--- config.mk ---
export PLATFORM = sky130hd
export DESIGN_NAME = checkpoint_deadline_watchdog
export DESIGN_NICKNAME = d
export VERILOG_FILES = /design/src/rtl/core/cdw_pkg.sv /design/src/rtl/core/cdw_ram.sv /design/src/rtl/core/checkpoint_deadline_watchdog.sv
export SDC_FILE = /design/constraint.sdc
export NUM_CORES = 2
export LEC_CHECK = 0
export BUFFER_PORTS_ARGS = -buffer_cell sky130_fd_sc_hd__buf_2
export CORE_MARGIN = 5
export CORE_UTILIZATION = 45
export CTS_CLUSTER_SIZE = 25
export DETAILED_ROUTE_END_ITERATION = 16
export PLACE_DENSITY = 0.62
export SLEW_MARGIN = 0
export SYNTH_ARGS = -nofsm -noshare
export SYNTH_HDL_FRONTEND = slang
export SYNTH_HIERARCHICAL = 1
export SYNTH_SLANG_ARGS = --single-unit
--- constraint.sdc ---
create_clock -name clk -period 4.4 [get_ports clk]
set_clock_uncertainty 0.1 [all_clocks]
set_input_delay 0.44 -clock clk [delete_from_list [all_inputs] [get_ports clk]]
set_output_delay 0.44 -clock clk [all_outputs]
set_load 0.02 [all_outputs]
--- src/rtl/core/cdw_pkg.sv ---
package cdw_pkg;

  // Default sizes of the watchdog.
  localparam int CHANNELS_DEF    = 8;
  localparam int CHECKPOINTS_DEF = 16;
  localparam int COUNT_WIDTH_DEF = 16;

  // Fixed field widths of the words on the channels.
  localparam int MODE_W = 2;
  localparam int CHAN_W = 3;
  localparam int CP_W   = 4;
  localparam int DL_W   = 16;
  localparam int MASK_W = 8;

  // Operation codes carried in the mode field.
  localparam logic [MODE_W-1:0] MODE_TICK        = 2'd0;
  localparam logic [MODE_W-1:0] MODE_REPORT      = 2'd1;
  localparam logic [MODE_W-1:0] MODE_WRITE_DL    = 2'd2;
  localparam logic [MODE_W-1:0] MODE_WRITE_FINAL = 2'd3;

  typedef struct packed {
    logic [MODE_W-1:0] mode;
    logic [CHAN_W-1:0] channel;
    logic [CP_W-1:0]   checkpoint;
    logic [DL_W-1:0]   deadline_value;
  } in_word_t;

  typedef struct packed {
    logic [MASK_W-1:0] expired_mask;
    logic [MASK_W-1:0] armed_mask;
  } out_word_t;

  typedef enum logic [2:0] {
    ST_CLEAR,
    ST_IDLE,
    ST_TICK,
    ST_LOAD,
    ST_FINISH
  } state_t;

endpackage

--- src/rtl/core/cdw_ram.sv ---
module cdw_ram #(
  parameter int WIDTH = 16,
  parameter int DEPTH = 128
) (
  input  logic                     clk,
  input  logic                     we,
  input  logic [$clog2(DEPTH)-1:0] waddr,
  input  logic [WIDTH-1:0]         wdata,
  input  logic [$clog2(DEPTH)-1:0] raddr,
  output logic [WIDTH-1:0]         rdata
);

  logic [WIDTH-1:0] mem [DEPTH];

  // One write port and one registered read port.
  always_ff @(posedge clk) begin
    if (we) begin
      mem[waddr] <= wdata;
    end
    rdata <= mem[raddr];
  end

endmodule

--- src/rtl/core/checkpoint_deadline_watchdog.sv ---
// Multi-channel checkpoint deadline watchdog.
// Input words (in_valid/in_ready/in_data) carry a mode: a tick, a checkpoint
// report, a deadline table write or a final-checkpoint write. Every accepted
// word produces exactly one result word (out_valid/out_ready/out_data) with
// the channels that expired on a tick and the armed channels after the word.
// One word is handled at a time and in_ready is low while it is in work.
// A tick sweeps the channel counters through one shared decrementer, one
// channel per cycle in ST_TICK, then registers its result in ST_FINISH. A
// report that loads a deadline reads the deadline memory (registered read)
// into the counter in ST_LOAD before ST_FINISH; every other word goes
// straight to ST_FINISH, where the result is registered.
// The next word is accepted in the cycle after the result is registered.
// The result sits in an output register; while the receiver stalls the block
// keeps taking and working on the next word and holds at its end until the
// output register is free.
// After reset the deadline memory is cleared one entry per cycle, all
// CHANNELS * CHECKPOINTS entries, while in_ready stays low. Counters,
// armed bits and final checkpoints are cleared by reset at once.
module checkpoint_deadline_watchdog #(
  parameter int CHANNELS    = cdw_pkg::CHANNELS_DEF,
  parameter int CHECKPOINTS = cdw_pkg::CHECKPOINTS_DEF,
  parameter int COUNT_WIDTH = cdw_pkg::COUNT_WIDTH_DEF
) (
  input  logic              clk,
  input  logic              rst_n,
  input  logic              in_valid,
  output logic              in_ready,
  input  cdw_pkg::in_word_t in_data,
  output logic              out_valid,
  input  logic              out_ready,
  output cdw_pkg::out_word_t out_data
);

  import cdw_pkg::*;

  localparam int DEPTH = CHANNELS * CHECKPOINTS;
  localparam int AW    = $clog2(DEPTH);
  localparam int IDX_W = (CHANNELS > 1) ? $clog2(CHANNELS) : 1;

  state_t                 state_r, state_nxt;
  logic [IDX_W-1:0]       idx_r, idx_nxt;
  logic [AW-1:0]          clr_r, clr_nxt;
  logic [IDX_W-1:0]       ch_r, ch_nxt;
  logic [CHANNELS-1:0]    expired_r, expired_nxt;
  logic [CHANNELS-1:0]    armed_r, armed_nxt;
  logic [COUNT_WIDTH-1:0] countdown_r [CHANNELS];
  logic [COUNT_WIDTH-1:0] countdown_nxt [CHANNELS];
  logic [CP_W-1:0]        final_r [CHANNELS];
  logic [CP_W-1:0]        final_nxt [CHANNELS];
  logic                   out_valid_r, out_valid_nxt;
  out_word_t              out_data_r, out_data_nxt;

  logic                   ram_we;
  logic [AW-1:0]          ram_waddr;
  logic [COUNT_WIDTH-1:0] ram_wdata;
  logic [AW-1:0]          acc_addr;
  logic [COUNT_WIDTH-1:0] ram_rdata;

  logic [IDX_W-1:0]       ch_idx;
  logic                   ch_ok;
  logic                   cp_ok;
  logic [COUNT_WIDTH-1:0] cnt_cur;
  logic [COUNT_WIDTH-1:0] cnt_dec;
  logic                   cnt_nz;

  // Decode of the incoming word.
  assign ch_idx   = IDX_W'(in_data.channel);
  assign ch_ok    = 32'(in_data.channel) < CHANNELS;
  assign cp_ok    = 32'(in_data.checkpoint) < CHECKPOINTS;
  assign acc_addr = AW'(32'(in_data.channel) * CHECKPOINTS + 32'(in_data.checkpoint));

  // Shared decrement unit, stepped over the channels during a tick.
  assign cnt_cur = countdown_r[idx_r];
  assign cnt_dec = cnt_cur - COUNT_WIDTH'(1);
  assign cnt_nz  = cnt_cur != '0;

  // Deadline table, one row of CHECKPOINTS entries per channel.
  cdw_ram #(
    .WIDTH (COUNT_WIDTH),
    .DEPTH (DEPTH)
  ) u_table (
    .clk   (clk),
    .we    (ram_we),
    .waddr (ram_waddr),
    .wdata (ram_wdata),
    .raddr (acc_addr),
    .rdata (ram_rdata)
  );

  // Sequencer: next state, datapath updates and result capture.
  always_comb begin
    state_nxt     = state_r;
    idx_nxt       = idx_r;
    clr_nxt       = clr_r;
    ch_nxt        = ch_r;
    expired_nxt   = expired_r;
    armed_nxt     = armed_r;
    countdown_nxt = countdown_r;
    final_nxt     = final_r;
    out_valid_nxt = out_valid_r;
    out_data_nxt  = out_data_r;
    ram_we        = 1'b0;
    ram_waddr     = acc_addr;
    ram_wdata     = COUNT_WIDTH'(in_data.deadline_value);

    if (out_valid_r && out_ready) begin
      out_valid_nxt = 1'b0;
    end

    unique case (state_r)
      ST_CLEAR: begin
        ram_we    = 1'b1;
        ram_waddr = clr_r;
        ram_wdata = '0;
        if (clr_r == AW'(DEPTH - 1)) begin
          state_nxt = ST_IDLE;
        end else begin
          clr_nxt = clr_r + AW'(1);
        end
      end

      ST_IDLE: begin
        if (in_valid) begin
          expired_nxt = '0;
          ch_nxt      = ch_idx;
          idx_nxt     = '0;
          state_nxt   = ST_FINISH;
          case (in_data.mode)
            MODE_TICK: begin
              state_nxt = ST_TICK;
            end
            MODE_REPORT: begin
              if (ch_ok) begin
                // Checkpoint zero always arms and loads the first deadline.
                if (in_data.checkpoint == '0) begin
                  armed_nxt[ch_idx] = 1'b1;
                  state_nxt         = ST_LOAD;
                end else if (in_data.checkpoint == final_r[ch_idx]) begin
                  armed_nxt[ch_idx] = 1'b0;
                end else if (cp_ok) begin
                  state_nxt = ST_LOAD;
                end
              end
            end
            MODE_WRITE_DL: begin
              ram_we = ch_ok && cp_ok;
            end
            default: begin
              if (ch_ok) begin
                final_nxt[ch_idx] = in_data.checkpoint;
              end
            end
          endcase
        end
      end

      ST_TICK: begin
        // An armed counter at zero holds and does not fire again.
        if (armed_r[idx_r] && cnt_nz) begin
          countdown_nxt[idx_r] = cnt_dec;
          if (cnt_dec == '0) begin
            expired_nxt[idx_r] = 1'b1;
          end
        end
        if (idx_r == IDX_W'(CHANNELS - 1)) begin
          state_nxt = ST_FINISH;
        end else begin
          idx_nxt = idx_r + IDX_W'(1);
        end
      end

      ST_LOAD: begin
        countdown_nxt[ch_r] = ram_rdata;
        state_nxt           = ST_FINISH;
      end

      ST_FINISH: begin
        if (!out_valid_r || out_ready) begin
          out_valid_nxt             = 1'b1;
          out_data_nxt.expired_mask = MASK_W'(expired_r);
          out_data_nxt.armed_mask   = MASK_W'(armed_r);
          state_nxt                 = ST_IDLE;
        end
      end

      default: begin
        state_nxt = ST_IDLE;
      end
    endcase
  end

  // State and control registers.
  always_ff @(posedge clk) begin
    if (!rst_n) begin
      state_r     <= ST_CLEAR;
      idx_r       <= '0;
      clr_r       <= '0;
      armed_r     <= '0;
      out_valid_r <= 1'b0;
      for (int i = 0; i < CHANNELS; i++) begin
        countdown_r[i] <= '0;
        final_r[i]     <= '0;
      end
    end else begin
      state_r     <= state_nxt;
      idx_r       <= idx_nxt;
      clr_r       <= clr_nxt;
      armed_r     <= armed_nxt;
      out_valid_r <= out_valid_nxt;
      countdown_r <= countdown_nxt;
      final_r     <= final_nxt;
    end
  end

  // Payload registers.
  always_ff @(posedge clk) begin
    ch_r       <= ch_nxt;
    expired_r  <= expired_nxt;
    out_data_r <= out_data_nxt;
  end

  assign in_ready  = state_r == ST_IDLE;
  assign out_valid = out_valid_r;
  assign out_data  = out_data_r;

endmodule

==> flow_summary.json <==
{
  "stdcell_area_sq_um": 102500,
  "grt.total_usage_pct": 21.36,
  "syn-num-nets": 4295,
  "path_clk_slew_ns": 0.06,
  "clockRootBuffer": "clkbuf_16",
  "worstSkewPairLatency_ns": 0.85,
  "overflow": 0,
  "yosys_warnings": 6,
  "die_width_um": 456.2,
  "rsz0062_at_grt": "false",
  "synth-seq-cells": 2273,
  "grt_start_max_net_pins": 129,
  "totalPowerFinal_w": 0.04983,
  "drt_first_pass_iters": 6,
  "synth_cell_types": 66,
  "avgSynthCellArea_sq_um": 21.03,
  "powerDensity_nw_per_um2": 486.1,
  "critPathLaunch": "idx_r[0]",
  "crit_fanout": 23,
  "wl_per_cell_um": 30.36,
  "area_growth_pct": 14.40,
  "grt_pass1_vias": 45450,
  "ys.flop_type": "edfxtp_1",
  "initial_core_util_pct": 45.34,
  "fin_nets": 4607,
  "dpl.hpwl_mm": 133.0,
  "startpoint_type": "register",
  "syn-cell-area_sq_um": 89610,
  "final.min_clock_period_ns": 4.170,
  "wl_mm": 225.0,
  "async_flop_share_pct": 0,
  "maxSlewViolCount": 0,
  "cts_hold_buf": 7,
  "max-cap-violations": 0,
  "fill_cells": 15310,
  "utilization_pct": 51.87,
  "achievable-frequency_ghz": 0.2398,
  "cp.required_ns": 4.82,
  "hold_path.class": "input port to register",
  "portBuffers": 46,
  "place_area_sq_um": 95080,
  "synthCells": 4261,
  "vias": 44830,
  "clk_path_buf_depth": 3,
  "peakVddDrop_mv": 0.6425,
  "antenna_found_initial": 9,
  "die_area_sq_um": 208200,
  "multiInputGateArea_sq_um": 22410,
  "critPathKind": "register to register",
  "coreArea_sq_um": 197600,
  "hold_viol_final": 0,
  "dp.cells": 6981,
  "regArea_sq_um": 66280,
  "max_slew_margin_pct": 13.89,
  "fin_setup_tns_ns": 0,
  "ant_nets": 0,
  "rr_startpoint": "idx_r[0]",
  "cts_resized": 0,
  "cts_tree": "built",
  "drive_gt1_share_pct": 31.77,
  "via_per_inst": 6.048,
  "rows": 163,
  "crit_arrival_ns": 4.59,
  "dieHeight_um": 456.2,
  "place_congestion": 0.8283,
  "grt_pass1_wl_mm": 324.8,
  "leakage_nw": 33.88,
  "ios": 47,
  "crit_path_end_kind": "register",
  "instances_no_fill": 7411,
  "drt_iter0_markers": 5372,
  "synth_edf_count": 2075,
  "cts_max_level": 4,
  "status": "complete, no violations",
  "cts.sinks": 2273,
  "hp-start": "out_ready",
  "drc_errors": 0,
  "yosysSeqAreaShare_pct": 73.96,
  "post_cts_buffers": 0,
  "cts_buffers": 223,
  "fin_crit_sh_pct": 94.76,
  "worst_pin_slew_ns": 1.292,
  "setup_viol": 0
}
## metrics by stage
step / hold WS (ns) / worst slack, ns
final: 0.06873 / 0.2305
after CTS: 0.007735 / 0.2397
after floorplan: 0.3273 / -0.4404
after detailed placement: 0.3430 / 0.2638
after global routing: 0.007539 / 0.02401
after global placement: 0.3472 / 0.3136
## registers in the layout, summed over array words and instances (netlist names), named ones only
register       count
u_table/mem     2048
countdown_r      128
final_r           32
out_data          16
u_table/rdata     16
expired_r          8
clr_r              7
ch_r               3
idx_r              3
state_r            3
out_valid          1
## worst paths after layout
kind         depth (start not counted)      endpoint  slack [ns]
max                                 10  expired_r[3]        0.23
min                                  3     out_valid        0.07
max reg2reg                         10  expired_r[3]        0.23
min reg2reg                          0  out_data[15]        0.36
## power breakdown
part	switching, W	internal, W	total [W]
registers	0.000270	0.0254	0.0256
logic	0.00369	0.00151	0.00520
clock network	0.00814	0.0109	0.0190
## metal layers
layer | up-vias | GRT usage [%] | share of wire, %
met5 | - | 0 | 0.0049
met4 | 2 | 5.381 | 2.4
met3 | 321 | 3.364 | 7.0
met2 | 1763 | 34.84 | 49
li1 | 18530 | - | -
met1 | 24210 | 30.50 | 41
## Yosys cell counts (all sizes together) (9+ instances only)
| cell | n | area share [%] |
|---|---|---|
| a22oi | 107 | 0.90 |
| nand3 | 49 | 0.27 |
| buf | 136 | 0.73 |
| a21boi | 27 | 0.23 |
| mux2i | 40 | 0.45 |
| nor2b | 42 | 0.29 |
| nor2 | 163 | 0.68 |
| nand2 | 192 | 0.80 |
| clkbuf | 144 | 0.60 |
| xnor2 | 14 | 0.14 |
| edfxtp | 2075 | 70 |
| a21oi | 53 | 0.30 |
| nand4 | 13 | 0.091 |
| nor3 | 21 | 0.12 |
| o211ai | 12 | 0.10 |
| mux4 | 703 | 18 |
| o211a | 96 | 1.1 |
| mux2 | 29 | 0.36 |
| dfxtp | 198 | 4.4 |
| o21ai | 42 | 0.23 |
| o22ai | 9 | 0.11 |
## cells by family (layout without fill, tap and decap cells)
group | after synthesis | count (layout) | synth area share [%]
DFF | 2273 | 2273 | 73.96
muxes | 772 | 772 | 18.48
and+or+nand+nor | 526 | 526 | 2.645
AOI/OAI and AO/OA | 378 | 378 | 3.279
buffers and inverters | 286 | 793 | 1.357
xor gates and xnor gates | 21 | 21 | 0.2053
adders and majority gates | 5 | 5 | 0.06982
other | 0 | 3 | 0
## critical path: stages, from the launching register on
cell	delay, ns
dfxtp_4	0.56
buf_4	0.33
mux4_2	0.53
mux2i_1	0.24
and3_1	0.26
nand4_1	0.12
xor2_1	0.26
or3_1	0.44
or4_1	0.51
o21ai_1	0.27
buf_4	0.23
## placed cells by master (no fill, tap or decap), types with 41 or more instances in the layout
master / netlist / routed
a21oi_1: 52 / 52
a22oi_1: 107 / 107
buf_2: 81 / 41
buf_4: 7 / 280
clkbuf_1: 144 / 42
clkbuf_16: 0 / 225
clkinv_1: 1 / 48
clkinv_2: 0 / 45
dfxtp_1: 198 / 196
edfxtp_1: 2075 / 2075
mux4_2: 703 / 703
nand2_1: 192 / 192
nand3_1: 49 / 49
nor2_1: 163 / 124
o211a_1: 96 / 96
## layout make-up
| cell class | count | share of cell area [%] |
|---|---|---|
| sequential | 2273 | 64.66 |
| multi-input combinational | 1702 | 21.86 |
| clock buffer | 280 | 5.821 |
| tap | 2640 | 3.222 |
| timing repair buffer | 367 | 3.058 |
| clock inverter | 140 | 1.349 |
| inverter | 6 | 0.02197 |
| antenna | 3 | 0.007324 |
No activity file was read; power rests on OpenSTA's default activity.
